## src/sv/mzr_pkg.sv

```systemverilog
// Shared types and constants for the mzran13 random generator core.
// Used by the front end, the work queue, the back end and the top level.
`timescale 1ns / 1ps

package mzr_pkg;

   localparam int unsigned WORD_W  = 32;
   localparam int unsigned BOUND_W = 31;
   localparam int unsigned KIND_W  = 2;
   localparam int unsigned CSR_IDX_W = 2;

   localparam logic [WORD_W-1:0] LCG_MUL      = 32'd69069;
   localparam logic [WORD_W-1:0] LCG_ADD      = 32'd1013904243;
   localparam logic [WORD_W-1:0] BORROW_EXTRA = 32'd18;

   localparam logic [WORD_W-1:0] SEED_OLDEST_RST = 32'd99;
   localparam logic [WORD_W-1:0] SEED_MIDDLE_RST = 32'd199;
   localparam logic [WORD_W-1:0] SEED_NEWEST_RST = 32'd13;
   localparam logic [WORD_W-1:0] SEED_CONG_RST   = 32'd77;

   // queue between front and back end
   localparam int unsigned QDEPTH = 4;
   localparam int unsigned QPTR_W = 2;
   localparam int unsigned QCNT_W = 3;

   // division unit
   localparam int unsigned DIV_CNT_W = 5;
   localparam logic [DIV_CNT_W-1:0] DIV_LAST = 5'd31;

   typedef enum logic [KIND_W-1:0] {
      REQ_RAW     = 2'd0,
      REQ_BOUNDED = 2'd1,
      REQ_RESEED  = 2'd2
   } req_kind_type;

   typedef enum logic [CSR_IDX_W-1:0] {
      CSR_SEED_OLDEST = 2'd0,
      CSR_SEED_MIDDLE = 2'd1,
      CSR_SEED_NEWEST = 2'd2,
      CSR_SEED_CONG   = 2'd3
   } csr_index_type;

   // one classified job handed from front to back
   typedef struct packed {
      logic                reduce;
      logic                error;
      logic [BOUND_W-1:0]  bound;
      logic [WORD_W-1:0]   data;
   } mzr_job_type;

   typedef struct packed {
      logic full;
      logic empty;
   } mzr_qstat_type;

endpackage

```

## src/sv/mzran13_random_generator_core.sv

```systemverilog
// mzran13 generator: raw draw, zero-bound draw, reseed and unused request give a
// valid result once the job has passed the queue and the output register (the queue
// pop and output load happen in the same cycle). Bounded draw: queue pop, 32 remainder
// steps, then output load; the single bit-serial remainder unit takes one bounded draw
// at a time, and other items flow at one per cycle only while it is idle and the output
// is not held. Synchronous active-high reset restores seeds 99/199/13/77, borrow 1,
// empties the queue and drops any pending result.
`timescale 1ns / 1ps

module mzran13_random_generator_core (
   input  logic                          clock,
   input  logic                          reset,
   input  logic                          csr_we,
   input  logic [mzr_pkg::CSR_IDX_W-1:0] csr_index,
   input  logic [mzr_pkg::WORD_W-1:0]    csr_wdata,
   input  logic                          req_tvalid,
   output logic                          req_tready,
   input  logic [31:0]                   req_tdata,  // [30:0] bound, [31] zero
   input  logic [mzr_pkg::KIND_W-1:0]    req_tuser,  // [1:0] req_type
   output logic                          rsp_tvalid,
   input  logic                          rsp_tready,
   output logic [31:0]                   rsp_tdata,  // [31:0] value
   output logic                          rsp_tuser   // [0] error
);
   import mzr_pkg::*;

   mzr_job_type   push_job, head_job;
   mzr_qstat_type q_stat;
   logic          push, pop;

   mzr_front u_front (
      .clock      (clock),
      .reset      (reset),
      .csr_we     (csr_we),
      .csr_index  (csr_index),
      .csr_wdata  (csr_wdata),
      .req_tvalid (req_tvalid),
      .req_tready (req_tready),
      .req_bound  (req_tdata[BOUND_W-1:0]),
      .req_kind   (req_tuser),
      .q_stat     (q_stat),
      .q_push     (push),
      .q_job      (push_job)
   );

   mzr_queue u_queue (
      .clock    (clock),
      .reset    (reset),
      .push     (push),
      .push_job (push_job),
      .pop      (pop),
      .head_job (head_job),
      .stat     (q_stat)
   );

   mzr_back u_back (
      .clock      (clock),
      .reset      (reset),
      .head_job   (head_job),
      .q_stat     (q_stat),
      .pop        (pop),
      .rsp_tvalid (rsp_tvalid),
      .rsp_tready (rsp_tready),
      .rsp_value  (rsp_tdata),
      .rsp_error  (rsp_tuser)
   );

endmodule

```

## src/sv/mzr_front.sv

```systemverilog
// Front end: seed registers, generator state and request classification.
// Depends on mzr_pkg; pushes one job per accepted request into mzr_queue.
`timescale 1ns / 1ps

module mzr_front (
   input  logic                      clock,
   input  logic                      reset,
   input  logic                      csr_we,
   input  logic [mzr_pkg::CSR_IDX_W-1:0] csr_index,
   input  logic [mzr_pkg::WORD_W-1:0] csr_wdata,
   input  logic                      req_tvalid,
   output logic                      req_tready,
   input  logic [mzr_pkg::BOUND_W-1:0] req_bound,
   input  logic [mzr_pkg::KIND_W-1:0] req_kind,
   input  mzr_pkg::mzr_qstat_type    q_stat,
   output logic                      q_push,
   output mzr_pkg::mzr_job_type      q_job
);
   import mzr_pkg::*;

   logic [WORD_W-1:0] seed_old_ff, seed_mid_ff, seed_new_ff, seed_cong_ff;
   logic [WORD_W-1:0] lag_old_ff, lag_mid_ff, lag_new_ff, cong_ff;
   logic              borrow_ff;

   logic [WORD_W-1:0] lag_old_in, lag_mid_in, lag_new_in, cong_in;
   logic              borrow_in;

   logic [WORD_W-1:0] sub, diff, s_next, cong_next, draw;
   logic              borrow_next;
   logic              take;

   assign req_tready = !q_stat.full;
   assign take       = req_tvalid && req_tready;

   // subtract-with-borrow step and congruential step
   always_comb begin
      sub  = lag_old_ff + WORD_W'(borrow_ff);
      diff = lag_mid_ff - sub;
      if (lag_mid_ff > sub) begin
         s_next      = diff;
         borrow_next = 1'b0;
      end else begin
         s_next      = diff - BORROW_EXTRA;
         borrow_next = 1'b1;
      end
      cong_next = WORD_W'(cong_ff * LCG_MUL) + LCG_ADD;
      draw      = s_next + cong_next;
   end

   always_comb begin
      lag_old_in = lag_old_ff;
      lag_mid_in = lag_mid_ff;
      lag_new_in = lag_new_ff;
      cong_in    = cong_ff;
      borrow_in  = borrow_ff;
      q_job      = '0;
      case (req_kind_type'(req_kind))
         REQ_RAW: begin
            q_job.data = draw;
         end
         REQ_BOUNDED: begin
            if (req_bound == '0) begin
               q_job.error = 1'b1;
            end else begin
               q_job.reduce = 1'b1;
               q_job.bound  = req_bound;
               q_job.data   = draw;
            end
         end
         REQ_RESEED: begin
            lag_old_in = seed_old_ff;
            lag_mid_in = seed_mid_ff;
            lag_new_in = seed_new_ff;
            cong_in    = seed_cong_ff;
            borrow_in  = 1'b1;
         end
         default: begin
         end
      endcase
      // advance only on a real draw
      if (req_kind_type'(req_kind) == REQ_RAW ||
          (req_kind_type'(req_kind) == REQ_BOUNDED && req_bound != '0)) begin
         lag_old_in = lag_mid_ff;
         lag_mid_in = lag_new_ff;
         lag_new_in = s_next;
         cong_in    = cong_next;
         borrow_in  = borrow_next;
      end
   end

   assign q_push = take;

   always_ff @(posedge clock) begin
      if (reset) begin
         seed_old_ff  <= SEED_OLDEST_RST;
         seed_mid_ff  <= SEED_MIDDLE_RST;
         seed_new_ff  <= SEED_NEWEST_RST;
         seed_cong_ff <= SEED_CONG_RST;
      end else if (csr_we) begin
         case (csr_index_type'(csr_index))
            CSR_SEED_OLDEST: seed_old_ff  <= csr_wdata;
            CSR_SEED_MIDDLE: seed_mid_ff  <= csr_wdata;
            CSR_SEED_NEWEST: seed_new_ff  <= csr_wdata;
            CSR_SEED_CONG:   seed_cong_ff <= csr_wdata;
            default: begin
            end
         endcase
      end
   end

   always_ff @(posedge clock) begin
      if (reset) begin
         lag_old_ff <= SEED_OLDEST_RST;
         lag_mid_ff <= SEED_MIDDLE_RST;
         lag_new_ff <= SEED_NEWEST_RST;
         cong_ff    <= SEED_CONG_RST;
         borrow_ff  <= 1'b1;
      end else if (take) begin
         lag_old_ff <= lag_old_in;
         lag_mid_ff <= lag_mid_in;
         lag_new_ff <= lag_new_in;
         cong_ff    <= cong_in;
         borrow_ff  <= borrow_in;
      end
   end

endmodule

```

## src/sv/mzr_queue.sv

```systemverilog
// Short job queue between the front end and the back end.
// Depends on mzr_pkg for the job type and depth constants.
`timescale 1ns / 1ps

module mzr_queue (
   input  logic                   clock,
   input  logic                   reset,
   input  logic                   push,
   input  mzr_pkg::mzr_job_type   push_job,
   input  logic                   pop,
   output mzr_pkg::mzr_job_type   head_job,
   output mzr_pkg::mzr_qstat_type stat
);
   import mzr_pkg::*;

   mzr_job_type         slot_ff [QDEPTH];
   logic [QPTR_W-1:0]   wr_ptr_ff, rd_ptr_ff;
   logic [QCNT_W-1:0]   count_ff;
   logic [QCNT_W-1:0]   count_in;

   assign stat.full  = (count_ff == QCNT_W'(QDEPTH));
   assign stat.empty = (count_ff == '0);
   assign head_job   = slot_ff[rd_ptr_ff];

   always_comb begin
      count_in = count_ff;
      if (push && !pop) begin
         count_in = count_ff + 1'b1;
      end else if (pop && !push) begin
         count_in = count_ff - 1'b1;
      end
   end

   always_ff @(posedge clock) begin
      if (push) begin
         slot_ff[wr_ptr_ff] <= push_job;
      end
   end

   always_ff @(posedge clock) begin
      if (reset) begin
         wr_ptr_ff <= '0;
         rd_ptr_ff <= '0;
         count_ff  <= '0;
      end else begin
         if (push) begin
            wr_ptr_ff <= wr_ptr_ff + 1'b1;
         end
         if (pop) begin
            rd_ptr_ff <= rd_ptr_ff + 1'b1;
         end
         count_ff <= count_in;
      end
   end

   a_no_overflow: assert property (@(posedge clock) disable iff (reset)
      push |-> !stat.full || pop)
      else $error("queue push while full");

   a_no_underflow: assert property (@(posedge clock) disable iff (reset)
      pop |-> !stat.empty)
      else $error("queue pop while empty");

   a_count_bound: assert property (@(posedge clock) disable iff (reset)
      count_ff <= QCNT_W'(QDEPTH))
      else $error("queue count out of range");

endmodule

```

## src/sv/mzr_back.sv

```systemverilog
// Back end: bit-serial remainder unit and the result output register.
// Depends on mzr_pkg; pops jobs from mzr_queue.
`timescale 1ns / 1ps

module mzr_back (
   input  logic                       clock,
   input  logic                       reset,
   input  mzr_pkg::mzr_job_type       head_job,
   input  mzr_pkg::mzr_qstat_type     q_stat,
   output logic                       pop,
   output logic                       rsp_tvalid,
   input  logic                       rsp_tready,
   output logic [mzr_pkg::WORD_W-1:0] rsp_value,
   output logic                       rsp_error
);
   import mzr_pkg::*;

   typedef enum logic [2:0] {
      ST_IDLE = 3'b001,
      ST_DIV  = 3'b010,
      ST_DONE = 3'b100
   } state_type;

   state_type            state_ff, state_in;
   logic [WORD_W-1:0]    dvd_ff, dvd_in;
   logic [BOUND_W-1:0]   rem_ff, rem_in;
   logic [BOUND_W-1:0]   bnd_ff, bnd_in;
   logic [DIV_CNT_W-1:0] cnt_ff, cnt_in;
   logic                 out_vld_ff, out_vld_in;
   logic [WORD_W-1:0]    out_val_ff, out_val_in;
   logic                 out_err_ff, out_err_in;

   logic                 out_free;
   logic [WORD_W-1:0]    trial;
   logic [WORD_W-1:0]    trial_diff;

   assign out_free   = !out_vld_ff || rsp_tready;
   assign trial      = {rem_ff, dvd_ff[WORD_W-1]};
   assign trial_diff = trial - {1'b0, bnd_ff};

   always_comb begin
      state_in   = state_ff;
      dvd_in     = dvd_ff;
      rem_in     = rem_ff;
      bnd_in     = bnd_ff;
      cnt_in     = cnt_ff;
      out_vld_in = rsp_tready ? 1'b0 : out_vld_ff;
      out_val_in = out_val_ff;
      out_err_in = out_err_ff;
      pop        = 1'b0;
      case (state_ff)
         ST_IDLE: begin
            if (!q_stat.empty) begin
               if (head_job.reduce) begin
                  pop      = 1'b1;
                  dvd_in   = head_job.data;
                  bnd_in   = head_job.bound;
                  rem_in   = '0;
                  cnt_in   = '0;
                  state_in = ST_DIV;
               end else if (out_free) begin
                  pop        = 1'b1;
                  out_vld_in = 1'b1;
                  out_val_in = head_job.data;
                  out_err_in = head_job.error;
               end
            end
         end
         ST_DIV: begin
            // one restoring step per cycle, quotient bits are dropped
            if (!trial_diff[WORD_W-1] && trial >= {1'b0, bnd_ff}) begin
               rem_in = trial_diff[BOUND_W-1:0];
            end else begin
               rem_in = trial[BOUND_W-1:0];
            end
            dvd_in = {dvd_ff[WORD_W-2:0], 1'b0};
            cnt_in = cnt_ff + 1'b1;
            if (cnt_ff == DIV_LAST) begin
               state_in = ST_DONE;
            end
         end
         ST_DONE: begin
            if (out_free) begin
               out_vld_in = 1'b1;
               out_val_in = {1'b0, rem_ff};
               out_err_in = 1'b0;
               state_in   = ST_IDLE;
            end
         end
         default: begin
            state_in = ST_IDLE;
         end
      endcase
   end

   always_ff @(posedge clock) begin
      if (reset) begin
         state_ff   <= ST_IDLE;
         out_vld_ff <= 1'b0;
      end else begin
         state_ff   <= state_in;
         out_vld_ff <= out_vld_in;
      end
   end

   always_ff @(posedge clock) begin
      dvd_ff     <= dvd_in;
      rem_ff     <= rem_in;
      bnd_ff     <= bnd_in;
      cnt_ff     <= cnt_in;
      out_val_ff <= out_val_in;
      out_err_ff <= out_err_in;
   end

   assign rsp_tvalid = out_vld_ff;
   assign rsp_value  = out_val_ff;
   assign rsp_error  = out_err_ff;

   a_rem_below_bound: assert property (@(posedge clock) disable iff (reset)
      state_ff != ST_IDLE |-> rem_ff < bnd_ff)
      else $error("partial remainder not below bound");

   a_bound_nonzero: assert property (@(posedge clock) disable iff (reset)
      state_ff != ST_IDLE |-> bnd_ff != '0)
      else $error("division started with zero bound");

   a_pop_only_idle: assert property (@(posedge clock) disable iff (reset)
      pop |-> state_ff == ST_IDLE)
      else $error("job taken while division busy");

   a_error_zero_value: assert property (@(posedge clock) disable iff (reset)
      out_vld_ff && out_err_ff |-> out_val_ff == '0)
      else $error("error result carries nonzero value");

   a_done_after_div: assert property (@(posedge clock) disable iff (reset)
      state_ff == ST_DIV && cnt_ff == DIV_LAST |=> state_ff == ST_DONE)
      else $error("division did not finish after last step");

endmodule

```

## config.mk

```make
export PLATFORM = sky130hd
export DESIGN_NAME = mzran13_random_generator_core
export DESIGN_NICKNAME = d
export VERILOG_FILES = /design/src/sv/mzr_pkg.sv /design/src/sv/mzran13_random_generator_core.sv /design/src/sv/mzr_front.sv /design/src/sv/mzr_queue.sv /design/src/sv/mzr_back.sv
export SDC_FILE = /design/constraint.sdc
export NUM_CORES = 2
export LEC_CHECK = 0
export BUFFER_PORTS_ARGS = -buffer_cell sky130_fd_sc_hd__buf_2
export CAP_MARGIN = 20
export CORE_MARGIN = 8
export CORE_UTILIZATION = 48
export DETAILED_ROUTE_END_ITERATION = 6
export HOLD_SLACK_MARGIN = 0.1
export RECOVER_POWER = 25
export SLEW_MARGIN = 10
export SYNTH_ARGS = -nofsm -noshare
export SYNTH_HDL_FRONTEND = slang
export SYNTH_SLANG_ARGS = --single-unit
```

## constraint.sdc

```tcl
create_clock -name clock -period 23.6 [get_ports clock]
set_input_delay 3.54 -clock clock [delete_from_list [all_inputs] [get_ports clock]]
set_output_delay 3.54 -clock clock [all_outputs]
set_load 0.01 [all_outputs]
```

==> summary.md <==
| Metric | Value |
|---|---|
| Total Wirelength | 100000 µm |
| Syn Area/Cell | 10.2 µm² |
| DR vias | 27500 |
| Final setup viols | 0 |
| CP Capture Type | flop |
| Post-Synthesis Cells | about 3800 |
| Hold_buf cts | 0 |
| Via density | 5.53 |
| Worst Skew | between 0.03 and 0.04 ns |
| Die width | between 300 and 400 µm |
| ANT nets after route | 0 |
| Min-delay worst type | reg -> reg |
| Number of synthesized register bits | between 600 and 700 |
| Core Rows | 104 |
| Share of layout cells above drive strength 1 | 0.0908 |
| Drt initial violations | 1751 |
| Largest net degree at the start of global routing | 99 |
| RSZ-0062 raised after global routing | false |
| DRC | 0 |
| I/O Buffers | 106 |
| Starting Density | 0.486 |
| Max-cap violation count | 9 |
| CTS tree | done |
| Most frequent cells in the layout | nand2_1, edfxtp_1, inv_1 |
| Syn Nets | 4316 |
| Final Hold Fails | 0 |
| CP dominant cell by count | fa_1 |
| WP depth | 30 |
| Area of the core | between 0.08 and 0.09 mm² |
| Synth area leader | edfxtp_1 |
| Root buf cell | clkbuf_16 |
| Buf+Inv Stages, Crit Path | 5 |
| R2R depth | 30 |
| Period minus WS final | roughly 8.8 ns |
| YS warnings | 0 |
| Chip height | 301 µm |
| Top-area cell type share of the netlist area | 0.301 |
| Detailed placer's ending HPWL | ~73000 µm |
| Post-synthesis sequential area ratio | 0.439 |
| Initial antenna violation count | 8 |
| EDFF count, synth | approximately 400 |
| Hold Path Stages | 2 |
| Area grow syn2layout | 9.64% |
| Mapped Area | about 0.039 mm² |
| Failing checks | max-capacitance violations, max-slew violations |
| Area occupied by multi-input gates | between 0.02 and 0.025 mm² |
| Peak Freq | roughly 110 MHz |
| Final #Nets | 4347 |
| Global-route wire length before repair | between 150000 and 200000 µm |
| Final max-slew violation count | between 300 and 400 |
| Die area | approximately 0.091 mm² |
| CP max FO | 8 |
| Post-synth ARST share | 0 |
| CP max-delay cell | dfxtp_1 |
| Synth top area cells | edfxtp_1, dfxtp_1, fa_1, ha_1, nand2_1 |
| Most common cell after layout, fill and taps aside | nand2_1 |
| Clk slew on worst S/H paths | ~0.07 ns |
| Post-CTS sizing | 0 |
| Setup Buffers After CTS | 0 |
| GPL Wtd Cong | 0.916 |
| CTS max path bufs | 3 |
| Cts bufs inserted | 71 |
| Fillcell total | about 7400 |
| Biggest cell delay along the critical path | 0.68 ns |
| Total track usage | 0.220 |
| Wirelength per Cell | around 20 µm |
| Normalized max-slew margin | -1.90 |
| CP startpoint kind | flop |
| Post-synth top flop | edfxtp_1 |
| WP data arrival | 9.10 ns |
| H-tree depth | 3 |
| Outcome | finished, violations left |
| Drt first pass iters | 5 |
| Synth cell types | between 80 and 90 |
| Number of global-route vias before repair | 27100 |
| Setup TNS | 0 ns |
| IO Pins | approximately 110 |
| Clock Latency Late Sink | 0.62 ns |
| CTS sink cnt | around 660 |
| Final period util | 0.372 |
| Worst setup path class | reg -> reg |
| Critical path required time | between 20 and 25 ns |
| GRT overflow | 0 |
| Top delay family on crit path | adder cells |
| Sequential cell area | 0.0172 mm² |
| Worst slew pin tran | 4.35 ns |
[per-stage QoR]
| stage | hold slack (ns) | area (µm²) | instances | setup slack (ns) | utilization |
|---|---|---|---|---|---|
| 3_3_place_gp | 0.437 | 40600 | 4837 | 14.97 | 0.504 |
| 3_5_place_dp | 0.443 | 40600 | 4837 | 14.90 | 0.504 |
| 2_1_floorplan | 0.428 | 39100 | 3821 | 16.16 | - |
| 6_report | 0.449 | 42900 | 4973 | 14.81 | 0.532 |
| 5_1_grt | 0.464 | 42900 | 4969 | 14.20 | 0.532 |
| 4_1_cts | 0.451 | 42900 | 4967 | 14.89 | 0.532 |
[registers in the layout (all words and copies together), names as in the netlist, 2 cells and up, named ones only]
register and cells:
u_back.dvd_ff 32, u_queue.wr_ptr_ff 2, u_front.lag_mid_ff 32, u_back.rem_ff 31
u_front.seed_mid_ff 32, u_back.rsp_value 32, u_queue.slot_ff 260, u_queue.count_ff 3
u_front.seed_new_ff 32, u_front.lag_new_ff 32, u_front.lag_old_ff 32, u_queue.rd_ptr_ff 2
u_back.state_ff 3, u_front.cong_ff 32, u_back.bnd_ff 31, u_front.seed_cong_ff 32
u_back.cnt_ff 5, u_front.seed_old_ff 32
[area by class of cell]
cell class | instances | share of cell area
sequential | 662 | 0.401
clock inverter | 32 | 0.00762
timing repair buffer | 130 | 0.0166
multi-input combinational | 2631 | 0.467
clock buffer | 98 | 0.0460
inverter | 356 | 0.0312
antenna | 4 | 0.000233
tap | 1060 | 0.0309
[kinds of logic after synthesis]
logic type                 Yosys count  synth area share
AOI/OAI and AO/OA                  636             0.110
xor gates and xnor gates           176            0.0401
adders and majority gates          422             0.167
buffers and inverters              528            0.0512
DFF                                662             0.439
muxes                              109            0.0497
and+or+nand+nor                   1288             0.143
[worst min-delay path: stages, from the launching register on]
cell     delay (ns)
dfxtp_1        0.30
nand2_1        0.05
a21oi_1        0.05
[Yosys cell counts, types with 5 or more instances]
master	count
inv_1	356
xnor2_1	107
nor4_1	14
buf_1	25
nand2b_1	35
clkbuf_1	138
nand2_1	659
xor2_1	67
nor2_1	297
nor3_1	41
o21bai_1	9
and2_1	47
o211ai_1	19
a21o_1	63
nand3_1	73
o31ai_1	8
o31a_1	10
o21a_1	22
a221oi_1	5
nor2b_1	18
fa_1	167
buf_2	6
a211oi_1	30
nand4_1	20
a311oi_1	87
dfxtp_1	270
or3_1	25
edfxtp_1	392
a21oi_1	238
mux4_2	65
o311ai_0	15
o21ai_0	63
a31oi_1	8
mux2_2	31
and3_1	27
or2_2	7
mux2i_1	13
a211o_1	5
a21boi_0	5
ha_1	255
[metal layers]
layer / part of all wire / vias up / GRT usage
met3: 0.045 / 149 / 0.0289
li1: - / 13300 / -
met4: 0.025 / 4 / 0.0566
met5: 0.00026 / - / 0
met1: 0.44 / 13400 / 0.290
met2: 0.49 / 584 / 0.381
[worst paths after layout]
check | start | to | slack [ns]
worst max register to register | u_front.cong_ff[5] | u_queue.slot_ff[2][28] | 14.81
worst min register to register | u_front.seed_new_ff[21] | u_front.seed_new_ff[21] | 0.45
worst min-delay path | u_front.seed_new_ff[21] | u_front.seed_new_ff[21] | 0.45
worst max-delay path | u_front.cong_ff[5] | u_queue.slot_ff[2][28] | 14.81
Power is left out: the tool's default activity adds up to more than one toggle a clock period on the data nets, which glitch-free logic cannot reach.
